==> src/sv/rfsd_pkg.sv <==
// Package for the register frame stream decoder: result kinds, header
// constants, parse and controller state types, controller/datapath structs.
// No dependencies.
package rfsd_pkg;

   localparam int MAX_REGS_DEFAULT = 16;
   localparam int BYTE_W           = 8;
   localparam int KIND_W           = 2;
   localparam int INDEX_W          = 6;

   localparam logic [BYTE_W-1:0] MAGIC_F      = 8'h46;  // 'F'
   localparam logic [BYTE_W-1:0] MAGIC_D      = 8'h44;  // 'D'
   localparam logic [BYTE_W-1:0] FRAME_VER    = 8'h01;

   localparam logic [KIND_W-1:0] KIND_WRITE = 2'd0;
   localparam logic [KIND_W-1:0] KIND_EMPTY = 2'd1;
   localparam logic [KIND_W-1:0] KIND_ERROR = 2'd2;

   typedef enum logic [2:0] {
      PH_MAGIC0,
      PH_MAGIC1,
      PH_VERSION,
      PH_COUNT,
      PH_FRAME,
      PH_HALT
   } parse_phase_type;

   typedef enum logic [1:0] {
      CS_INPUT,
      CS_SCAN,
      CS_LOAD
   } ctl_state_type;

   typedef struct packed {
      logic accept;       // input transaction this cycle
      logic scan_step;    // skip an unmarked register
      logic emit_write;   // load a register write into the output slot
   } rfsd_cmd_type;

   typedef struct packed {
      logic frame_go;     // accepted byte completes a frame with marks
      logic hit;          // scan index points at a marked register
      logic last;         // no marks left after the current one
      logic slot_free;    // output register free at the next edge
   } rfsd_status_type;

endpackage

==> src/sv/rfsd_if.sv <==
// Valid/ready channel interfaces for the register frame stream decoder.
// Depends on rfsd_pkg.
interface rfsd_req_if;
   logic                        valid;
   logic                        ready;
   logic [rfsd_pkg::BYTE_W-1:0] data_byte;
   logic                        file_start;

   modport source (output valid, output data_byte, output file_start, input ready);
   modport sink   (input valid, input data_byte, input file_start, output ready);
endinterface

interface rfsd_rsp_if;
   logic                         valid;
   logic                         ready;
   logic [rfsd_pkg::KIND_W-1:0]  kind;
   logic [rfsd_pkg::INDEX_W-1:0] reg_index;
   logic [rfsd_pkg::BYTE_W-1:0]  reg_value;
   logic                         frame_last;

   modport source (output valid, output kind, output reg_index, output reg_value,
                   output frame_last, input ready);
   modport sink   (input valid, input kind, input reg_index, input reg_value,
                   input frame_last, output ready);
endinterface

==> src/sv/rfsd_ctrl.sv <==
// Controller for the register frame stream decoder: input acceptance and
// sequencing of the write scan at frame end. Depends on rfsd_pkg.
module rfsd_ctrl (
   input  logic                      clock,
   input  logic                      reset,
   input  logic                      req_valid,
   output logic                      req_ready,
   input  rfsd_pkg::rfsd_status_type status,
   output rfsd_pkg::rfsd_cmd_type    cmd
);
   import rfsd_pkg::*;

   ctl_state_type state_ff, state_in;

   always_ff @(posedge clock) begin
      if (reset) begin
         state_ff <= CS_INPUT;
      end else begin
         state_ff <= state_in;
      end
   end

   always_comb begin
      state_in  = state_ff;
      cmd       = '0;
      req_ready = 1'b0;
      unique case (state_ff)
         CS_INPUT: begin
            req_ready  = status.slot_free;
            cmd.accept = req_valid && status.slot_free;
            if (cmd.accept && status.frame_go) begin
               state_in = CS_SCAN;
            end
         end
         CS_SCAN: begin
            // read data for a hit is registered, so a hit goes through CS_LOAD
            if (status.hit) begin
               state_in = CS_LOAD;
            end else begin
               cmd.scan_step = 1'b1;
            end
         end
         CS_LOAD: begin
            if (status.slot_free) begin
               cmd.emit_write = 1'b1;
               state_in       = status.last ? CS_INPUT : CS_SCAN;
            end
         end
         default: begin
            state_in = CS_INPUT;
         end
      endcase
   end

endmodule

==> src/sv/rfsd_datapath.sv <==
// Datapath for the register frame stream decoder: header/frame parser,
// mark bytes, value memory, scan registers and output register.
// Depends on rfsd_pkg and rfsd_rsp_if.
module rfsd_datapath #(
   parameter int MaxRegs = rfsd_pkg::MAX_REGS_DEFAULT
) (
   input  logic                        clock,
   input  logic                        reset,
   input  logic [rfsd_pkg::BYTE_W-1:0] data_byte,
   input  logic                        file_start,
   input  rfsd_pkg::rfsd_cmd_type      cmd,
   output rfsd_pkg::rfsd_status_type   status,
   rfsd_rsp_if.source                  rsp
);
   import rfsd_pkg::*;

   localparam int IdxW         = (MaxRegs > 1) ? $clog2(MaxRegs) : 1;
   localparam int CntW         = $clog2(MaxRegs + 1);
   localparam int NumMarkBytes = (MaxRegs + 7) / 8;
   localparam int MbW          = $clog2(NumMarkBytes + 1);
   localparam int MbiW         = (NumMarkBytes > 1) ? $clog2(NumMarkBytes) : 1;
   localparam int PosW         = $clog2(MaxRegs + NumMarkBytes + 1);

   parse_phase_type   phase_ff, phase_in, cur_phase;
   logic [CntW-1:0]   count_ff, count_in;
   logic [PosW-1:0]   pos_ff, pos_in;
   logic [BYTE_W-1:0] mark_ff [NumMarkBytes];
   logic [BYTE_W-1:0] value_mem [MaxRegs];
   logic [BYTE_W-1:0] rd_ff;
   logic [MaxRegs-1:0] scan_mask_ff;
   logic [IdxW-1:0]   idx_ff;

   logic                rsp_valid_ff, rsp_valid_in;
   logic [KIND_W-1:0]   kind_ff, kind_in;
   logic [INDEX_W-1:0]  index_ff, index_in;
   logic [BYTE_W-1:0]   value_ff, value_in;
   logic                last_ff, last_in;
   logic                load;

   logic [CntW+3:0]     cnt_ext;
   logic [MbW-1:0]      mark_cnt;
   logic                in_marks;
   logic [PosW-1:0]     val_off;
   logic [IdxW-1:0]     val_idx;
   logic                frame_end;
   logic [MaxRegs-1:0]  marks_flat, count_mask, masked;
   logic [MaxRegs-1:0]  rest;
   logic                err, fdone, mark_we, val_we;
   logic                slot_free;

   // ---- frame geometry ----
   assign cnt_ext   = (CntW + 4)'(count_ff) + (CntW + 4)'(7);
   assign mark_cnt  = MbW'(cnt_ext >> 3);
   assign in_marks  = pos_ff < PosW'(mark_cnt);
   assign val_off   = pos_ff - PosW'(mark_cnt);
   assign val_idx   = IdxW'(val_off);
   assign frame_end = (val_off + PosW'(1)) == PosW'(count_ff);

   always_comb begin
      for (int j = 0; j < MaxRegs; j++) begin
         marks_flat[j] = mark_ff[j >> 3][j & 7];
         count_mask[j] = CntW'(j) < count_ff;
      end
   end
   assign masked = marks_flat & count_mask;

   // ---- parser ----
   assign cur_phase = file_start ? PH_MAGIC0 : phase_ff;

   always_ff @(posedge clock) begin
      if (reset) begin
         phase_ff <= PH_MAGIC0;
         count_ff <= '0;
         pos_ff   <= '0;
      end else begin
         phase_ff <= phase_in;
         count_ff <= count_in;
         pos_ff   <= pos_in;
      end
   end

   always_comb begin
      phase_in = phase_ff;
      count_in = count_ff;
      pos_in   = pos_ff;
      err      = 1'b0;
      fdone    = 1'b0;
      mark_we  = 1'b0;
      val_we   = 1'b0;
      if (cmd.accept) begin
         phase_in = cur_phase;
         unique case (cur_phase)
            PH_MAGIC0: begin
               if (data_byte == MAGIC_F) phase_in = PH_MAGIC1;
               else err = 1'b1;
            end
            PH_MAGIC1: begin
               if (data_byte == MAGIC_D) phase_in = PH_VERSION;
               else err = 1'b1;
            end
            PH_VERSION: begin
               if (data_byte == FRAME_VER) phase_in = PH_COUNT;
               else err = 1'b1;
            end
            PH_COUNT: begin
               if (data_byte == '0 || data_byte > BYTE_W'(MaxRegs)) begin
                  err = 1'b1;
               end else begin
                  count_in = CntW'(data_byte);
                  pos_in   = '0;
                  phase_in = PH_FRAME;
               end
            end
            PH_FRAME: begin
               if (in_marks) begin
                  mark_we = 1'b1;
                  pos_in  = pos_ff + PosW'(1);
               end else begin
                  val_we = 1'b1;
                  if (frame_end) begin
                     fdone  = 1'b1;
                     pos_in = '0;
                  end else begin
                     pos_in = pos_ff + PosW'(1);
                  end
               end
            end
            PH_HALT: begin
            end
            default: begin
               phase_in = PH_HALT;
            end
         endcase
         if (err) phase_in = PH_HALT;
      end
   end

   always_ff @(posedge clock) begin
      if (mark_we) mark_ff[pos_ff[MbiW-1:0]] <= data_byte;
   end

   // ---- value memory, read at the scan index ----
   always_ff @(posedge clock) begin
      if (val_we) value_mem[val_idx] <= data_byte;
      rd_ff <= value_mem[idx_ff];
   end

   // ---- scan over the marks of a finished frame ----
   assign rest = scan_mask_ff & ~(MaxRegs'(1) << idx_ff);

   always_ff @(posedge clock) begin
      if (fdone && (|masked)) begin
         scan_mask_ff <= masked;
         idx_ff       <= '0;
      end else if (cmd.scan_step) begin
         idx_ff <= idx_ff + IdxW'(1);
      end else if (cmd.emit_write) begin
         scan_mask_ff <= rest;
         idx_ff       <= idx_ff + IdxW'(1);
      end
   end

   // ---- output register ----
   assign slot_free = !rsp_valid_ff || rsp.ready;

   always_comb begin
      load     = 1'b0;
      kind_in  = KIND_WRITE;
      index_in = '0;
      value_in = '0;
      last_in  = 1'b1;
      if (err) begin
         load    = 1'b1;
         kind_in = KIND_ERROR;
      end else if (fdone && !(|masked)) begin
         load    = 1'b1;
         kind_in = KIND_EMPTY;
      end else if (cmd.emit_write) begin
         load     = 1'b1;
         index_in = INDEX_W'(idx_ff);
         value_in = rd_ff;
         last_in  = rest == '0;
      end
      rsp_valid_in = load || (rsp_valid_ff && !rsp.ready);
   end

   always_ff @(posedge clock) begin
      if (reset) begin
         rsp_valid_ff <= 1'b0;
      end else begin
         rsp_valid_ff <= rsp_valid_in;
      end
   end

   always_ff @(posedge clock) begin
      if (load) begin
         kind_ff  <= kind_in;
         index_ff <= index_in;
         value_ff <= value_in;
         last_ff  <= last_in;
      end
   end

   assign rsp.valid      = rsp_valid_ff;
   assign rsp.kind       = kind_ff;
   assign rsp.reg_index  = index_ff;
   assign rsp.reg_value  = value_ff;
   assign rsp.frame_last = last_ff;

   assign status.frame_go  = fdone && (|masked);
   assign status.hit       = scan_mask_ff[idx_ff];
   assign status.last      = rest == '0;
   assign status.slot_free = slot_free;

endmodule

==> src/sv/register_frame_stream_decoder.sv <==
// channel | dir | fields                                       | transaction
// req_bus | in  | data_byte[7:0], file_start                   | valid && ready
// rsp_bus | out | kind[1:0], reg_index[5:0], reg_value[7:0],   | valid && ready
//         |     | frame_last                                   |
// At frame end the mark vector is scanned in register order: an unmarked
// register is skipped, and a marked one passes through CS_LOAD for the
// registered value memory read. Input resumes once the last write is loaded.
// Reset is synchronous and clears the parser and controller; the value memory
// is never cleared. A stalled result holds the output register, and input
// also waits while that register cannot take a new result.
// Top level; depends on rfsd_pkg, rfsd_if, rfsd_ctrl, rfsd_datapath.
module register_frame_stream_decoder #(
   parameter int MaxRegs = rfsd_pkg::MAX_REGS_DEFAULT
) (
   input logic        clock,
   input logic        reset,
   rfsd_req_if.sink   req_bus,
   rfsd_rsp_if.source rsp_bus
);
   import rfsd_pkg::*;

   rfsd_cmd_type    cmd;
   rfsd_status_type status;
   logic            ready;

   rfsd_ctrl u_ctrl (
      .clock     (clock),
      .reset     (reset),
      .req_valid (req_bus.valid),
      .req_ready (ready),
      .status    (status),
      .cmd       (cmd)
   );

   rfsd_datapath #(.MaxRegs(MaxRegs)) u_datapath (
      .clock      (clock),
      .reset      (reset),
      .data_byte  (req_bus.data_byte),
      .file_start (req_bus.file_start),
      .cmd        (cmd),
      .status     (status),
      .rsp        (rsp_bus)
   );

   assign req_bus.ready = ready;

   a_error_is_last: assert property (@(posedge clock) disable iff (reset)
      (rsp_bus.valid && rsp_bus.kind != KIND_WRITE) |-> rsp_bus.frame_last)
      else $error("non-write result without frame_last");

   a_non_write_zero: assert property (@(posedge clock) disable iff (reset)
      (rsp_bus.valid && rsp_bus.kind != KIND_WRITE)
         |-> (rsp_bus.reg_index == '0 && rsp_bus.reg_value == '0))
      else $error("non-write result carries index or value");

   a_index_range: assert property (@(posedge clock) disable iff (reset)
      (rsp_bus.valid && rsp_bus.kind == KIND_WRITE)
         |-> (32'(rsp_bus.reg_index) < 32'(MaxRegs)))
      else $error("write index out of range");

   a_rsp_stable: assert property (@(posedge clock) disable iff (reset)
      (rsp_bus.valid && !rsp_bus.ready)
         |=> (rsp_bus.valid && $stable({rsp_bus.kind, rsp_bus.reg_index,
                                        rsp_bus.reg_value, rsp_bus.frame_last})))
      else $error("stalled result changed");

endmodule
==> src/flat_wrapper.sv <==
// flat-port wrapper written by rule: the top's interface ports become plain ports
module register_frame_stream_decoder_flat import rfsd_pkg::*;
#(
   parameter int MaxRegs = rfsd_pkg::MAX_REGS_DEFAULT
)
  (clock, reset, req_bus_valid, req_bus_data_byte, req_bus_file_start, req_bus_ready, rsp_bus_valid, rsp_bus_kind, rsp_bus_reg_index, rsp_bus_reg_value, rsp_bus_frame_last, rsp_bus_ready);
  rfsd_req_if req_bus_i ();
  rfsd_rsp_if rsp_bus_i ();
  input logic clock;
  input logic reset;
  input wire logic [$bits(req_bus_i.valid)-1:0] req_bus_valid;
  input wire logic [$bits(req_bus_i.data_byte)-1:0] req_bus_data_byte;
  input wire logic [$bits(req_bus_i.file_start)-1:0] req_bus_file_start;
  output wire logic [$bits(req_bus_i.ready)-1:0] req_bus_ready;
  output wire logic [$bits(rsp_bus_i.valid)-1:0] rsp_bus_valid;
  output wire logic [$bits(rsp_bus_i.kind)-1:0] rsp_bus_kind;
  output wire logic [$bits(rsp_bus_i.reg_index)-1:0] rsp_bus_reg_index;
  output wire logic [$bits(rsp_bus_i.reg_value)-1:0] rsp_bus_reg_value;
  output wire logic [$bits(rsp_bus_i.frame_last)-1:0] rsp_bus_frame_last;
  input wire logic [$bits(rsp_bus_i.ready)-1:0] rsp_bus_ready;
  assign req_bus_i.valid = req_bus_valid;
  assign req_bus_i.data_byte = req_bus_data_byte;
  assign req_bus_i.file_start = req_bus_file_start;
  assign req_bus_ready = req_bus_i.ready;
  assign rsp_bus_valid = rsp_bus_i.valid;
  assign rsp_bus_kind = rsp_bus_i.kind;
  assign rsp_bus_reg_index = rsp_bus_i.reg_index;
  assign rsp_bus_reg_value = rsp_bus_i.reg_value;
  assign rsp_bus_frame_last = rsp_bus_i.frame_last;
  assign rsp_bus_i.ready = rsp_bus_ready;
  register_frame_stream_decoder #(.MaxRegs(MaxRegs)) u_core (.clock(clock), .reset(reset), .req_bus(req_bus_i), .rsp_bus(rsp_bus_i));
endmodule
==> config.mk <==
export PLATFORM = sky130hd
export DESIGN_NAME = register_frame_stream_decoder_flat
export DESIGN_NICKNAME = d
export VERILOG_FILES = /design/src/sv/rfsd_pkg.sv /design/src/sv/rfsd_if.sv /design/src/sv/rfsd_ctrl.sv /design/src/sv/rfsd_datapath.sv /design/src/sv/register_frame_stream_decoder.sv /design/src/flat_wrapper.sv
export SDC_FILE = /design/constraint.sdc
export NUM_CORES = 1
export LEC_CHECK = 0
export BUFFER_PORTS_ARGS = -buffer_cell sky130_fd_sc_hd__buf_2
export CORE_UTILIZATION = 61
export DETAILED_ROUTE_END_ITERATION = 6
export GPL_TIMING_DRIVEN = 0
export HOLD_SLACK_MARGIN = 0.15
export PLACE_DENSITY = 0.79
export SYNTH_ARGS = -nofsm -noshare
export SYNTH_HDL_FRONTEND = slang
export SYNTH_SLANG_ARGS = --single-unit
export TNS_END_PERCENT = 50
==> constraint.sdc <==
create_clock -name clock -period 9.1 [get_ports clock]
set_clock_uncertainty 0.05 [all_clocks]
set_input_delay 0.91 -clock clock [delete_from_list [all_inputs] [get_ports clock]]
set_output_delay 0.91 -clock clock [all_outputs]
set_load 0.01 [all_outputs]
==> results.txt, run 1 <==
The peak fanout along the critical path is 16. Setup repair after global routing left no endpoint under its margin. The flow ran to the end, but the final reports show violations. Detailed placement ended at an HPWL of 13,800 µm. The path depth of the worst reg2reg path is 14. The number of pins exceeding their max-slew limit in the final report came out at 0.

The vertical die dimension came out at 125 µm. For this run, asynchronously set or reset flops after synthesis account for 0%. The number of DRC violations after detailed-routing iteration 0 came out at 753.

The internal cell power came out at 1.60 mW. The final sum of negative setup slack came out at 0 ps. The xor and xnor fraction of the mapped netlist area came out at 1.70%. The count of nets left with antenna violations after detail routing came out at 0. The met3 track demand over resource is 4.64%. The family with the most delay on the worst path is simple AND/OR/NAND/NOR gates.

The growth of design area from synthesis to finish is 12.4%. The placed instance count came out at 894. The count of cells in the finished layout, fillers not included, comes to 932.

The die is 125 µm wide. For this configuration, the core starts out at a cell density of 62.8%. The area fraction of the dominant cell type after synthesis is 57.1%. STA classifies the critical path endpoint as a register. The worst relative slew slack is 19.9%. The largest total area in the synthesized netlist belongs to sky130_fd_sc_hd__edfxtp_1. The share of the Yosys chip area taken by registers is 63.2%. Traced cell by cell, the critical path runs through buf_6 -> clkbuf_1 -> nor4_1 -> nor2_1 -> ha_1 -> inv_1 -> fa_1 -> ha_1 -> xor2_1 -> xnor2_1 -> nor3_1 -> nand2_1 -> nor4_2 -> nand2b_1. By instance count, the cell type seen most on the critical path is sky130_fd_sc_hd__ha_1. The total power consumption of the routed design came out at 1.99 mW.

The clock group share of total power came out at 46.6%. The total iterations of the first detailed-routing run came out at 7. With fillers left out, the area of the finished cells amounts to 10,300 µm². The leakage power came out at 3.79 nW. The share of total power dissipated in sequential elements is 51.0%.

The routed length per placed instance came out at 22.9 µm. The floorplan core area came out at 14,600 µm². The number of antenna violations at the first check in global routing is 0. The path class of the tightest hold or removal check is reg -> reg.

At the end of routability-driven placement, the weighted congestion stood at 0.937. The pin count of the biggest net entering global routing is 24. The mux share of post-synthesis cell area came out at 11.0%. In this run the post-CTS setup repair buffer count came out at 0.

The yosys synthesis warning count is 0. The CTS buffer count came out at 21. The critical path is of the reg -> reg type. The synthesized netlist contains 64 unique library cells. By instance count, the leading cell after synthesis is sky130_fd_sc_hd__edfxtp_1. The post-synthesis cell area came out at 9200 µm². For this run, global-route usage on met2 was measured as 46.7%. The post-synthesis register bit count came out at 203. The final routed wirelength across all metal layers came out at 21,300 µm. The final-report setup violation count is 0.

The proportion of total power due to net switching is 19.5%. The largest buffer count on any clock path is 3. The final period utilization came out at 51.0%.

The most used flip-flop cell after synthesis is sky130_fd_sc_hd__edfxtp_1. The cell at the root of the clock tree is sky130_fd_sc_hd__clkbuf_16. By area the synthesized netlist is led by sky130_fd_sc_hd__edfxtp_1 57%, sky130_fd_sc_hd__dfxtp_1 6.1%, sky130_fd_sc_hd__mux2i_1 5.7%, sky130_fd_sc_hd__mux4_2 4.7%, sky130_fd_sc_hd__nand2_1 2.6%.

In this run the number of cells on the critical path is 14. CTS built an H-tree with a depth of 1. The synthesized netlist devotes 2.20% of its cell area to adder and majority cells. The switching component of the power came out at 0.389 mW. The routed design could run at a clock period as short as 4640 ps. Timing would allow up to 216 MHz. Post-CTS repair changed the size of 0 cells. The number of maximum-capacitance violations is 0. The number of buffers and inverters on the critical path came out at 3.

The commonest cells after synthesis are 175 x sky130_fd_sc_hd__edfxtp_1, 63 x sky130_fd_sc_hd__nand2_1, 55 x sky130_fd_sc_hd__nor2_1. After detailed routing, the number of vias per cell comes to 6.49. The number of ports placed on the die boundary is 32.

The total power density per cell area is 193 nW/µm². The post-detailed-route DRC marker count is 6. On the final layout, the worst hold slack is 485 ps. The final route contains 6,053 vias. The global routing stage identified its most utilized layer as met2. The fraction of layout instances using a drive strength above 1 is 14.7%. Clock latency on the worst-skew pair, taken at its later pin, is 500 ps. IR analysis of the VDD net gives a maximum drop of 0.000168 V. In the final design database the tool counted 760 nets. The compound-gate portion of the synthesized area is 8.25%.

The slowest library cell on the worst path is sky130_fd_sc_hd__nand2b_1. The area share of and/or/nand/nor cells after synthesis is 10.8%. The number of antenna diodes in the final layout is 0. In the global route stage, met1 resource usage came out at 38.0%. The total routing usage reported by global routing came out at 28.1%. The cell count after synthesis came out at 681. In this run, post-CTS hold repair placed 0 buffers. TritonCTS built the clock tree.

STA classifies the critical path startpoint as a register. The die covers 15,600 µm². The number of flops mapped to enable cells by yosys came out at 175. Counting every sink on the clock net gives 203.

Counting instances, the worst hold path has a depth of 1. The first global-routing pass estimated 33,100 µm of wire. For the worst setup path, the data required time is 9180 ps. The clock edge transition at the registers on the reported setup and hold paths came out at 60 ps. The sum of overflow across all layers after global routing came out at 0.

The mean instance size in the synthesized netlist is 13.5 µm². Combinational logic burns 2.4% of the power. The slew at the pin closest to its max-slew limit is 1190 ps. The standard cell area after detailed placement came out at 9580 µm². The delay of the slowest critical-path stage is 660 ps.

By area, the combinational part of the netlist is dominated by multiplexers. The via count of the first global-routing pass came out at 5,991. The hold violation total from the final report came out at 0. The final reports fail on design-rule violations. The number of buffers added on ports is 28. The arrival time at the worst endpoint is 4720 ps. The initialized floorplan defines 44 standard-cell rows.
## metrics by stage
step / setup WS [ps] / utilization [%]
3_3_place_gp: 4690 / 65.4
4_1_cts: 4500 / 70.6
6_report: 4460 / 70.6
5_1_grt: 4060 / 70.6
3_5_place_dp: 4540 / 65.4
2_1_floorplan: 5310 / -
## metal layers
layer / up-vias / routed length, µm
met3: 64 / 1870
met1: 2946 / 8600
met4: 0 / 588
met2: 342 / 10300
li1: 2701 / -
met5: - / 0
## cells in the final DEF (no fill, tap or decap), types with 5 or more instances in the layout
cell / netlist / layout
sky130_fd_sc_hd__a21oi_1: 15 / 15
sky130_fd_sc_hd__buf_2: 7 / 35
sky130_fd_sc_hd__nor4_1: 6 / 6
sky130_fd_sc_hd__mux4_2: 19 / 19
sky130_fd_sc_hd__edfxtp_1: 175 / 175
sky130_fd_sc_hd__clkbuf_1: 20 / 24
sky130_fd_sc_hd__nor3_1: 13 / 13
sky130_fd_sc_hd__dfxtp_1: 28 / 28
sky130_fd_sc_hd__and3_1: 14 / 14
sky130_fd_sc_hd__o21ai_0: 26 / 26
sky130_fd_sc_hd__nor2b_1: 6 / 6
sky130_fd_sc_hd__mux2_2: 6 / 6
sky130_fd_sc_hd__ha_1: 13 / 13
sky130_fd_sc_hd__nor4b_1: 6 / 6
sky130_fd_sc_hd__buf_1: 6 / 6
sky130_fd_sc_hd__mux2i_1: 52 / 52
sky130_fd_sc_hd__nand2_1: 63 / 63
sky130_fd_sc_hd__a22oi_1: 9 / 9
sky130_fd_sc_hd__and2_1: 6 / 6
sky130_fd_sc_hd__clkbuf_16: 0 / 25
sky130_fd_sc_hd__nand3_1: 7 / 7
sky130_fd_sc_hd__a221oi_1: 10 / 10
sky130_fd_sc_hd__xnor2_1: 8 / 8
sky130_fd_sc_hd__xor2_1: 8 / 8
sky130_fd_sc_hd__nor2_1: 55 / 55
sky130_fd_sc_hd__nand4_1: 5 / 5
sky130_fd_sc_hd__nand2b_1: 5 / 5
sky130_fd_sc_hd__inv_1: 18 / 18
## cell families (layout without fill, tap and decap cells)
family	Yosys count	in the layout
compound gates	110	110
mux	77	77
buf+inv	57	123
flops	203	203
other cells	1	2
fa+ha+maj	16	16
simple gates	200	200
xor+xnor	17	17
## registers in the layout, indices dropped and copies added, names as in the netlist
name / cells
u_core.u_datapath.value_mem: 128
u_core.u_datapath.mark_ff: 16
u_core.u_datapath.scan_mask_ff: 16
u_core.u_datapath.rd_ff: 8
u_core.u_datapath.rsp.reg_value: 8
u_core.u_datapath.count_ff: 5
u_core.u_datapath.pos_ff: 5
u_core.u_datapath.idx_ff: 4
u_core.u_datapath.rsp.reg_index: 4
u_core.u_datapath.phase_ff: 3
u_core.u_ctrl.state_ff: 2
u_core.u_datapath.rsp.kind: 2
u_core.u_datapath.rsp.frame_last: 1
u_core.u_datapath.rsp.valid: 1
## cell type report
| type | count | area (µm²) |
|---|---|---|
| Sequential cell | 203 | 5820 |
| Fill cell | 956 | 4300 |
| Multi-Input combinational cell | 422 | 3140 |
| Clock buffer | 32 | 682 |
| Tap cell | 184 | 230 |
| Buffer | 39 | 185 |
| Timing Repair Buffer | 28 | 140 |
| Clock inverter | 6 | 83.8 |
| Inverter | 18 | 67.6 |
## path summary, 6_finish.rpt
path	startpoint	endpoint	slack [ps]
setup / recovery	u_core.u_datapath.count_ff[1]$_SDFFE_PP0P_	u_core.u_datapath.scan_mask_ff[8]$_DFFE_PP_	4460
hold / removal	u_core.u_datapath.rd_ff[3]$_DFF_P_	u_core.u_datapath.rsp.reg_value[3]$_SDFFCE_PP0P_	480
setup reg to reg	u_core.u_datapath.count_ff[1]$_SDFFE_PP0P_	u_core.u_datapath.scan_mask_ff[8]$_DFFE_PP_	4460
hold reg to reg	u_core.u_datapath.rd_ff[3]$_DFF_P_	u_core.u_datapath.rsp.reg_value[3]$_SDFFCE_PP0P_	480
## power groups by stage
| stage | Clock, mW | Combinational [mW] | Sequential (mW) |
|---|---|---|---|
| finish | 0.928 | 0.0481 | 1.02 |
| global route | 0.965 | 0.0516 | 1.02 |
| CTS | 0.935 | 0.0475 | 1.02 |
| detailed placement | 0 | 0.0472 | 1.04 |
| global placement | 0 | 0.0455 | 1.04 |
| floorplan | 0 | 0.0188 | 1.04 |
(Power assumes the default switching activity.)
==> run 2, diff against run 1 <==
--- a/config.mk
+++ b/config.mk
@@ -5,12 +5,13 @@
 export SDC_FILE = /design/constraint.sdc
 export NUM_CORES = 1
 export LEC_CHECK = 0
+export ABC_AREA = 1
 export BUFFER_PORTS_ARGS = -buffer_cell sky130_fd_sc_hd__buf_2
-export CORE_UTILIZATION = 61
+export CORE_UTILIZATION = 56
 export DETAILED_ROUTE_END_ITERATION = 6
 export GPL_TIMING_DRIVEN = 0
 export HOLD_SLACK_MARGIN = 0.15
-export PLACE_DENSITY = 0.79
+export PLACE_DENSITY = 0.76
 export SYNTH_ARGS = -nofsm -noshare
 export SYNTH_HDL_FRONTEND = slang
 export SYNTH_SLANG_ARGS = --single-unit
==> constraint.sdc (replaced) <==
create_clock -name clock -period 4.09 [get_ports clock]
set_clock_uncertainty 0.05 [all_clocks]
set_input_delay 0.409 -clock clock [delete_from_list [all_inputs] [get_ports clock]]
set_output_delay 0.409 -clock clock [all_outputs]
set_load 0.01 [all_outputs]
==> run 2 against run 1 <==
The run still ends with design-rule violations left. Area after synthesis decreased by 1.8%. Combinational power increased to 32 times the previous value. Die area increased by 6.8%. Critical path type unchanged. Largest cell class unchanged. Largest power group unchanged.
==> results.txt, run 2 <==
Status: finished with violations (unchanged). Failing checks: design-rule violations (unchanged). The growth of design area from synthesis to finish is 12.2% (was 12.4%).

The worst relative slew slack came out at 45.8% (was 19.9%). The final routed wirelength across all metal layers was 21,500 µm (was 21,300 µm). The net count reported at finish is 951 (was 760). The wire length on met2 is 10,000 µm (was 10,300 µm).

The proportion of synthesized chip area in sequential cells came out at 64.4% (was 63.2%). The kind of critical path was reg -> reg (unchanged). The standard cell area after detailed placement was 9450 µm² (was 9580 µm²). The number of pins exceeding their max-slew limit in the final report is 0 (unchanged).

The placement row count is 46 (was 44). The number of flip-flops under the largest register name is 128 (unchanged). The final weighted congestion in routability-driven placement is 0.916 (was 0.937). The cell at the root of the clock tree is sky130_fd_sc_hd__clkbuf_16 (unchanged). The final standard cell utilization of the core came to 64.0% (was 70.6%). The final sum of negative setup slack came to 0 ps (unchanged). The sum of overflow across all layers after global routing is 0 (unchanged).

The peak fanout along the critical path is 16 (unchanged). The mean instance size in the synthesized netlist came to 10.4 µm² (was 13.5 µm²). The initial core utilization came out at 57.1% (was 62.8%). The slew at the pin closest to its max-slew limit came out at 810 ps (was 1190 ps). Commonest cells after routing, fill and taps aside: 176 x sky130_fd_sc_hd__nand2_1, 175 x sky130_fd_sc_hd__edfxtp_1, 117 x sky130_fd_sc_hd__nor2_1, 70 x sky130_fd_sc_hd__o21ai_0, 57 x sky130_fd_sc_hd__nand3_1 (was 175 x sky130_fd_sc_hd__edfxtp_1, 63 x sky130_fd_sc_hd__nand2_1, 55 x sky130_fd_sc_hd__nor2_1, 52 x sky130_fd_sc_hd__mux2i_1, 35 x sky130_fd_sc_hd__buf_2). The delay of the slowest critical-path stage came out at 520 ps (was 660 ps). The via count of the first global-routing pass is 5,950 (was 5,991). The dominant synthesized flop cell is sky130_fd_sc_hd__edfxtp_1 (unchanged). The number of post-CTS setup repair buffers is 0 (unchanged). The count of nets left with antenna violations after detail routing is 0 (unchanged). The cell count after synthesis is 869 (was 681). The most common cell after layout, fill and taps aside is sky130_fd_sc_hd__nand2_1 (was sky130_fd_sc_hd__edfxtp_1).

The number of buffers added on ports came out at 29 (was 28). The endpoint type of the worst setup path is a register (unchanged). The final design area excluding fillers is 10,100 µm² (was 10,300 µm²). The class of the most critical hold timing path was in -> reg (was reg -> reg). The sum of met3 wire segment lengths after detailed routing came out at 1910 µm (was 1870 µm). The vertical die dimension was 129 µm (was 125 µm). The worst-case register-to-register setup slack was 350 ps (was 4460 ps). The shortest clock period the worst path allows after layout came out at 3740 ps (was 4640 ps). The number of buffers and inverters on the critical path came out at 4 (was 3). The top register by number of flip-flops is u_core.u_datapath.value_mem (unchanged). The number of diodes is 0 (unchanged).

RSZ-0062 raised after global routing: no (unchanged). The number of maximum-capacitance violations was 0 (unchanged). The post-placement worst setup slack is 393 ps (was 4540 ps). The total power consumption of the routed design came to 5.84 mW (was 1.99 mW). The routed length per placed instance is 18.7 µm (was 22.9 µm). The cell type with the highest aggregate area in the netlist is sky130_fd_sc_hd__edfxtp_1 (unchanged). Most frequent cells after synthesis: 176 x sky130_fd_sc_hd__nand2_1, 175 x sky130_fd_sc_hd__edfxtp_1, 117 x sky130_fd_sc_hd__nor2_1 (was 175 x sky130_fd_sc_hd__edfxtp_1, 63 x sky130_fd_sc_hd__nand2_1, 55 x sky130_fd_sc_hd__nor2_1).

The final period utilization came to 91.4% (was 51.0%). The HPWL reported at the end of detailed placement is 14,400 µm (was 13,800 µm). The floorplan core area is 15,800 µm² (was 14,600 µm²). The achievable frequency is 267 MHz (was 216 MHz).

The number of distinct library cells after synthesis came to 40 (was 64). The total power density per cell area is 576 nW/µm² (was 193 nW/µm²). The via density per instance came to 5.66 (was 6.49). The proportion of register bits with asynchronous set or reset after synthesis is 0% (unchanged). The maximum level of the CTS H-tree is 1 (unchanged). The CTS tree is yes (unchanged).

The clock edge transition at the registers on the reported setup and hold paths is 60 ps (about the same). The fraction of layout instances using a drive strength above 1 is 10.7% (was 14.7%). The number of DRC violations after detailed-routing iteration 0 was 655 (was 753).

The CTS buffer count is 22 (was 21). The post-synthesis register bit count is 203 (unchanged). The critical path required time came out at 4170 ps (was 9180 ps). The number of flops mapped to enable cells by yosys came out at 175 (unchanged).

The leakage power came to 3.80 nW (was 3.79 nW). The number of antenna violations at the first check in global routing was 0 (unchanged). The total routing usage reported by global routing is 26.6% (was 28.1%). The fill cell total of the finished layout came out at 1,213 (was 956). The pin count of the biggest net entering global routing is 23 (was 24).

The vias after detailed routing came out at 6,536 (was 6,053). The worst vdd rail ir drop is 0.000393 V (was 0.000168 V). The chip width is 129 µm (was 125 µm). The detailed-route wire length on metal 1 is 9150 µm (was 8600 µm).

The number of ports placed on the die boundary is 32 (unchanged). The launching element type of the critical path is a register (unchanged). The slowest library cell on the worst path is sky130_fd_sc_hd__nand2_1 (was sky130_fd_sc_hd__nand2b_1).

The slack of the critical path is 352 ps (was 4460 ps). The arrival time at the worst endpoint came out at 3810 ps (was 4720 ps). Ranking of synthesized cells by area: sky130_fd_sc_hd__edfxtp_1 58%, sky130_fd_sc_hd__nand2_1 7.3%, sky130_fd_sc_hd__dfxtp_1 6.2%, sky130_fd_sc_hd__nor2_1 4.9%, sky130_fd_sc_hd__o21ai_0 3.9% (was sky130_fd_sc_hd__edfxtp_1 57%, sky130_fd_sc_hd__dfxtp_1 6.1%, sky130_fd_sc_hd__mux2i_1 5.7%, sky130_fd_sc_hd__mux4_2 4.7%, sky130_fd_sc_hd__nand2_1 2.6%). The clock sink count is 203 (unchanged). The yosys synthesis warning count came out at 0 (unchanged).

The final-report setup violation count is 0 (unchanged). The hold violation total from the final report is 0 (unchanged). The area fraction of the dominant cell type after synthesis is 58.2% (was 57.1%). The most frequently used cell type in the post-synthesis netlist was sky130_fd_sc_hd__nand2_1 (was sky130_fd_sc_hd__edfxtp_1).

The family with the most delay on the worst path is simple AND/OR/NAND/NOR gates (unchanged). The post-synthesis cell area came out at 9030 µm² (was 9200 µm²). Critical Path, Cell by Cell: buf_6 -> nor2_4 -> nand2_1 -> nand2_1 -> nand2_1 -> inv_1 -> ha_1 -> inv_1 -> fa_1 -> ha_1 -> xnor2_1 -> nor2_1 -> nand3_1 -> nor2_1 -> nand2_1 -> nor2_4 -> nand3_4 -> buf_6 -> nand2_1 (was buf_6 -> clkbuf_1 -> nor4_1 -> nor2_1 -> ha_1 -> inv_1 -> fa_1 -> ha_1 -> xor2_1 -> xnor2_1 -> nor3_1 -> nand2_1 -> nor4_2 -> nand2b_1).

The post-detailed-route DRC marker count is 1 (was 6). The number of gates resized after cts came out at 0 (unchanged). The wire length of the first global-routing pass came out at 32,500 µm (was 33,100 µm). The total iterations of the first detailed-routing run came to 7 (unchanged). The uppermost metal layer occupied by signal nets is met4 (unchanged). The largest buffer count on any clock path is 3 (unchanged). The clock latency on the worst-skew pair came out at 520 ps (was 500 ps).

The total die area is 16,600 µm² (was 15,600 µm²). The most frequent cell on the critical path was sky130_fd_sc_hd__nand2_1 (was sky130_fd_sc_hd__ha_1).
-- run 2: kinds of logic after synthesis --
| kind of cell | Yosys count | share of synthesized area [%] |
|---|---|---|
| adder cells (fa/ha/maj) | 14 | 2.02 |
| other | 1 | 0.0415 |
| flip-flops | 203 | 64.4 |
| buffers and inverters | 102 | 5.11 |
| AO/OA/AOI/OAI | 151 | 9.31 |
| XOR/XNOR | 7 | 0.679 |
| AND/OR/NAND/NOR | 391 | 18.5 |
-- run 2: where the power goes --
part           leakage, nW  switching (mW)  internal, mW
clock                0.328           0.769          1.08
sequential            1.81          0.0531          2.40
combinational         1.66            1.12         0.418
-- run 2: worst paths after layout --
kind,startpoint,to,cells after the start
min reg2reg,u_core.u_datapath.phase_ff[0]$_SDFFE_PP0P_,u_core.u_datapath.phase_ff[0]$_SDFFE_PP0P_,2
min,rsp_bus_ready,u_core.u_ctrl.state_ff[1]$_SDFFE_PP0P_,4
max reg2reg,u_core.u_datapath.count_ff[1]$_SDFFE_PP0P_,u_core.u_datapath.scan_mask_ff[14]$_DFFE_PP_,19
max,u_core.u_datapath.count_ff[1]$_SDFFE_PP0P_,u_core.u_datapath.scan_mask_ff[14]$_DFFE_PP_,19
-- run 2: layout make-up --
cell class / instances / area, µm² / area share, %
Clock buffer: 29 / 597 / 5.89
Buffer: 37 / 210 / 2.07
Tap cell: 216 / 270 / 2.67
Sequential cell: 203 / 5820 / 57.4
Clock inverter: 9 / 75.1 / 0.741
Multi-Input combinational cell: 565 / 2760 / 27.2
Inverter: 65 / 251 / 2.48
Timing Repair Buffer: 30 / 155 / 1.53
-- run 2: worst reg2reg max path: stages (launching register included) --
cell,delay (ps)
sky130_fd_sc_hd__dfxtp_1,310
sky130_fd_sc_hd__buf_6,140
sky130_fd_sc_hd__nor2_4,160
sky130_fd_sc_hd__nand2_1,90
sky130_fd_sc_hd__nand2_1,80
sky130_fd_sc_hd__nand2_1,60
sky130_fd_sc_hd__inv_1,60
sky130_fd_sc_hd__ha_1,150
sky130_fd_sc_hd__inv_1,60
sky130_fd_sc_hd__fa_1,480
sky130_fd_sc_hd__ha_1,310
sky130_fd_sc_hd__xnor2_1,120
sky130_fd_sc_hd__nor2_1,90
sky130_fd_sc_hd__nand3_1,70
sky130_fd_sc_hd__nor2_1,120
sky130_fd_sc_hd__nand2_1,100
sky130_fd_sc_hd__nor2_4,130
sky130_fd_sc_hd__nand3_4,110
sky130_fd_sc_hd__buf_6,160
sky130_fd_sc_hd__nand2_1,520
-- run 2: through the flow --
stage          std cells  hold WS, ps
6_report            1154          211
5_1_grt             1154          244
4_1_cts             1154          205
3_5_place_dp        1115          456
3_3_place_gp        1115          450
2_1_floorplan        870          416
-- run 2: metal layers --
metal	track usage [%]	vias up
met2	43.0	304
met3	5.20	38
li1	-	3133
met4	8.24	0
met5	0	-
met1	36.6	3061
-- run 2: repair_timing --
| action | in CTS | in global routing |
|---|---|---|
| hold endpoints to repair | 4 | 0 |
| hold buffers | 1 | 0 |
| endpoints found under the setup margin | 0 | 0 |
==> run 3, diff against run 2 <==
--- a/config.mk
+++ b/config.mk
@@ -12,6 +12,7 @@
 export GPL_TIMING_DRIVEN = 0
 export HOLD_SLACK_MARGIN = 0.15
 export PLACE_DENSITY = 0.76
+export SKIP_CTS_REPAIR_TIMING = 1
 export SYNTH_ARGS = -nofsm -noshare
 export SYNTH_HDL_FRONTEND = slang
 export SYNTH_SLANG_ARGS = --single-unit
==> constraint.sdc (replaced) <==
create_clock -name clock -period 4.09 [get_ports clock]
set_clock_uncertainty 0.05 [all_clocks]
set_input_delay 0.2045 -clock clock [delete_from_list [all_inputs] [get_ports clock]]
set_output_delay 0.2045 -clock clock [all_outputs]
set_load 0.01 [all_outputs]
==> run 3 against run 2 <==
Clock power about the same. Hold slack better by 240 ps. Register-to-register slack about the same. Wire length down 0.21%. Critical endpoint unchanged. Total power about the same. Die area unchanged. Non-clock buffer count up 12. Combinational power about the same. Global-route usage unchanged. The flow still finishes with violations (design-rule violations).
==> results.txt, run 3 (synthesis gave the netlist of run 2 again) <==
The clock edge transition at the registers on the reported setup and hold paths came out at 50 ps (was 60 ps). Commonest cells after routing, fill and taps aside: 176 x sky130_fd_sc_hd__nand2_1, 175 x sky130_fd_sc_hd__edfxtp_1, 117 x sky130_fd_sc_hd__nor2_1, 70 x sky130_fd_sc_hd__o21ai_0, 57 x sky130_fd_sc_hd__nand3_1 (unchanged). The number of DRC violations after detailed-routing iteration 0 is 676 (was 655). The post-detailed-route DRC marker count is 1 (unchanged). The leakage power came out at 3.86 nW (was 3.80 nW). The worst relative slew slack was 45.5% (was 45.8%). The class of the most critical hold timing path is in -> reg (unchanged). The proportion of total power due to net switching was 33.1% (was 33.2%). The cell at the root of the clock tree is sky130_fd_sc_hd__clkbuf_16 (unchanged). The number of diodes came out at 0 (unchanged). The total die area came out at 16,600 µm² (unchanged). The number of antenna violations at the first check in global routing came out at 0 (unchanged). The number of flip-flops under the largest register name is 128 (unchanged). The CTS buffer count came out at 22 (unchanged). The slowest library cell on the worst path is sky130_fd_sc_hd__nand2_1 (unchanged). The via count of the first global-routing pass is 5,950 (unchanged).

The switching component of the power came to 1.93 mW (was 1.94 mW). The vertical die dimension is 129 µm (unchanged). The family with the most delay on the worst path is simple AND/OR/NAND/NOR gates (unchanged). The floorplan core area is 15,800 µm² (unchanged). Critical Path, Cell by Cell: buf_6 -> nor2_4 -> nand2_1 -> nand2_1 -> nand2_1 -> inv_1 -> ha_1 -> inv_1 -> fa_1 -> ha_1 -> xnor2_1 -> nor2_1 -> nand3_1 -> nor2_1 -> nand2_1 -> nor2_4 -> nand3_4 -> buf_6 -> nand2_1 (unchanged). RSZ-0062 raised after global routing: no (unchanged). The final-report setup violation count came to 0 (unchanged). The met2 track utilization from global routing was 43.0% (unchanged).

The final period utilization is 91.1% (was 91.4%). The clock sink count is 203 (unchanged). The proportion of power drawn by flip-flops and latches is 42.0% (about the same).

The final weighted congestion in routability-driven placement came out at 0.916 (unchanged). The wire length of the first global-routing pass came out at 32,500 µm (unchanged). The most common cell after layout, fill and taps aside is sky130_fd_sc_hd__nand2_1 (unchanged). The number of maximum-capacitance violations is 0 (unchanged). The most frequent cell on the critical path was sky130_fd_sc_hd__nand2_1 (unchanged). The clock latency on the worst-skew pair was 520 ps (about the same).

The number of pins exceeding their max-slew limit in the final report is 0 (unchanged). The worst vdd rail ir drop is 0.000377 V (was 0.000393 V). The hold violation total from the final report is 0 (unchanged). The shortest clock period the worst path allows after layout was 3720 ps (was 3740 ps).

The maximum level of the CTS H-tree is 1 (unchanged). The total routing usage reported by global routing is 26.6% (unchanged). Failing checks: design-rule violations (unchanged). The number of buffers and inverters on the critical path came out at 4 (unchanged).

The growth of design area from synthesis to finish is 13.5% (was 12.2%). The peak fanout along the critical path was 16 (unchanged). The total power density per cell area came out at 569 nW/µm² (was 576 nW/µm²). The number of buffers added on ports is 29 (unchanged). The kind of critical path was reg -> reg (unchanged). The initial core utilization is 57.1% (unchanged). The internal cell power is 3.91 mW (was 3.90 mW). Status: finished with violations (unchanged).

The vias after detailed routing came to 6,562 (was 6,536). The pin count of the biggest net entering global routing came out at 23 (unchanged). The launching element type of the critical path is a register (unchanged). The largest buffer count on any clock path came out at 3 (unchanged). The routed length per placed instance came to 18.4 µm (was 18.7 µm).

The placement row count was 46 (unchanged). The fraction of layout instances using a drive strength above 1 came out at 10.5% (was 10.7%). The proportion of power drawn by combinational gates is 26.3% (about the same). The sum of overflow across all layers after global routing came out at 0 (unchanged).

The final sum of negative setup slack is 0 ps (unchanged). The total iterations of the first detailed-routing run is 7 (unchanged). The final standard cell utilization of the core came out at 64.8% (was 64.0%). The clock group share of total power is 31.7% (about the same). The slew at the pin closest to its max-slew limit came out at 815 ps (was 810 ps). The arrival time at the worst endpoint came out at 3800 ps (was 3810 ps). The via density per instance came to 5.63 (was 5.66). The HPWL reported at the end of detailed placement was 14,400 µm (unchanged). The met3 track demand over resource is 5.20% (unchanged). The top register by number of flip-flops is u_core.u_datapath.value_mem (unchanged). The endpoint type of the worst setup path was a register (unchanged).

The count of nets left with antenna violations after detail routing came out at 0 (unchanged). The achievable frequency came out at 269 MHz (was 267 MHz). The met1 capacity usage during global routing came out at 36.6% (unchanged).

The number of ports placed on the die boundary was 32 (unchanged). The delay of the slowest critical-path stage was 510 ps (was 520 ps). The chip width came out at 129 µm (unchanged).

The critical path required time came out at 4170 ps (about the same). The busiest metal layer after global routing is met2 (unchanged). The net count reported at finish came out at 963 (was 951).

The final routed wirelength across all metal layers came out at 21,500 µm (about the same). The CTS tree is yes (unchanged).
-- run 3: changes by cell type in the layout (fill, tap and decap cells not counted), sizes merged --
cell and delta:
dlygate4sd3 +12
-- run 3: per-stage QoR --
| step | setup WS, ps | hold slack [ps] | power, mW | std cells | instance area [µm²] |
|---|---|---|---|---|---|
| final | 366 | 452 | 5.84 | 1166 | 10300 |
| after detailed placement | 393 | 425 | 3.98 | 1115 | 9450 |
| after global routing | 62.6 | 471 | 6.10 | 1166 | 10300 |
| after global placement | 458 | 422 | 3.95 | 1115 | 9450 |
| after CTS | 369 | -97.4 | 5.81 | 1153 | 10100 |
| after floorplan | 796 | 224 | 3.44 | 870 | 9040 |
-- run 3: per-layer routing --
metal | routed length [µm] | share of wire, %
met1 | 9020 | 42
met2 | 10100 | 47
met3 | 1940 | 9.0
met4 | 432 | 2.0
met5 | 0 | 0
-- run 3: path summary, 6_finish.rpt --
path / from / endpoint / slack, ps / depth (start not counted)
hold reg to reg: u_core.u_datapath.phase_ff[0]$_SDFFE_PP0P_ / u_core.u_datapath.phase_ff[0]$_SDFFE_PP0P_ / 460 / 2
hold / removal: reset / u_core.u_ctrl.state_ff[0]$_SDFFE_PP0P_ / 450 / 3
setup reg to reg: u_core.u_datapath.count_ff[1]$_SDFFE_PP0P_ / u_core.u_datapath.scan_mask_ff[14]$_DFFE_PP_ / 370 / 19
setup / recovery: u_core.u_datapath.count_ff[1]$_SDFFE_PP0P_ / u_core.u_datapath.scan_mask_ff[14]$_DFFE_PP_ / 370 / 19
-- run 3: area by class of cell --
class	instances	area [µm²]
Buffer	37	210
Fill cell	1215	5570
Clock buffer	29	597
Inverter	65	251
Timing Repair Buffer	42	275
Multi-Input combinational cell	565	2760
Clock inverter	9	75.1
Tap cell	216	270
Sequential cell	203	5820
-- run 3: worst min-delay path: cells and delay by family --
kind	cells	cell delay, ps
AO/OA/AOI/OAI	1	50
buffers and inverters	2	700
-- run 3: power by group through the flow --
stage / combinational (mW) / clock [mW] / sequential [mW]
floorplan: 0.934 / 0 / 2.50
global placement: 1.46 / 0 / 2.49
detailed placement: 1.49 / 0 / 2.49
CTS: 1.50 / 1.86 / 2.45
global route: 1.69 / 1.94 / 2.47
finish: 1.54 / 1.85 / 2.45
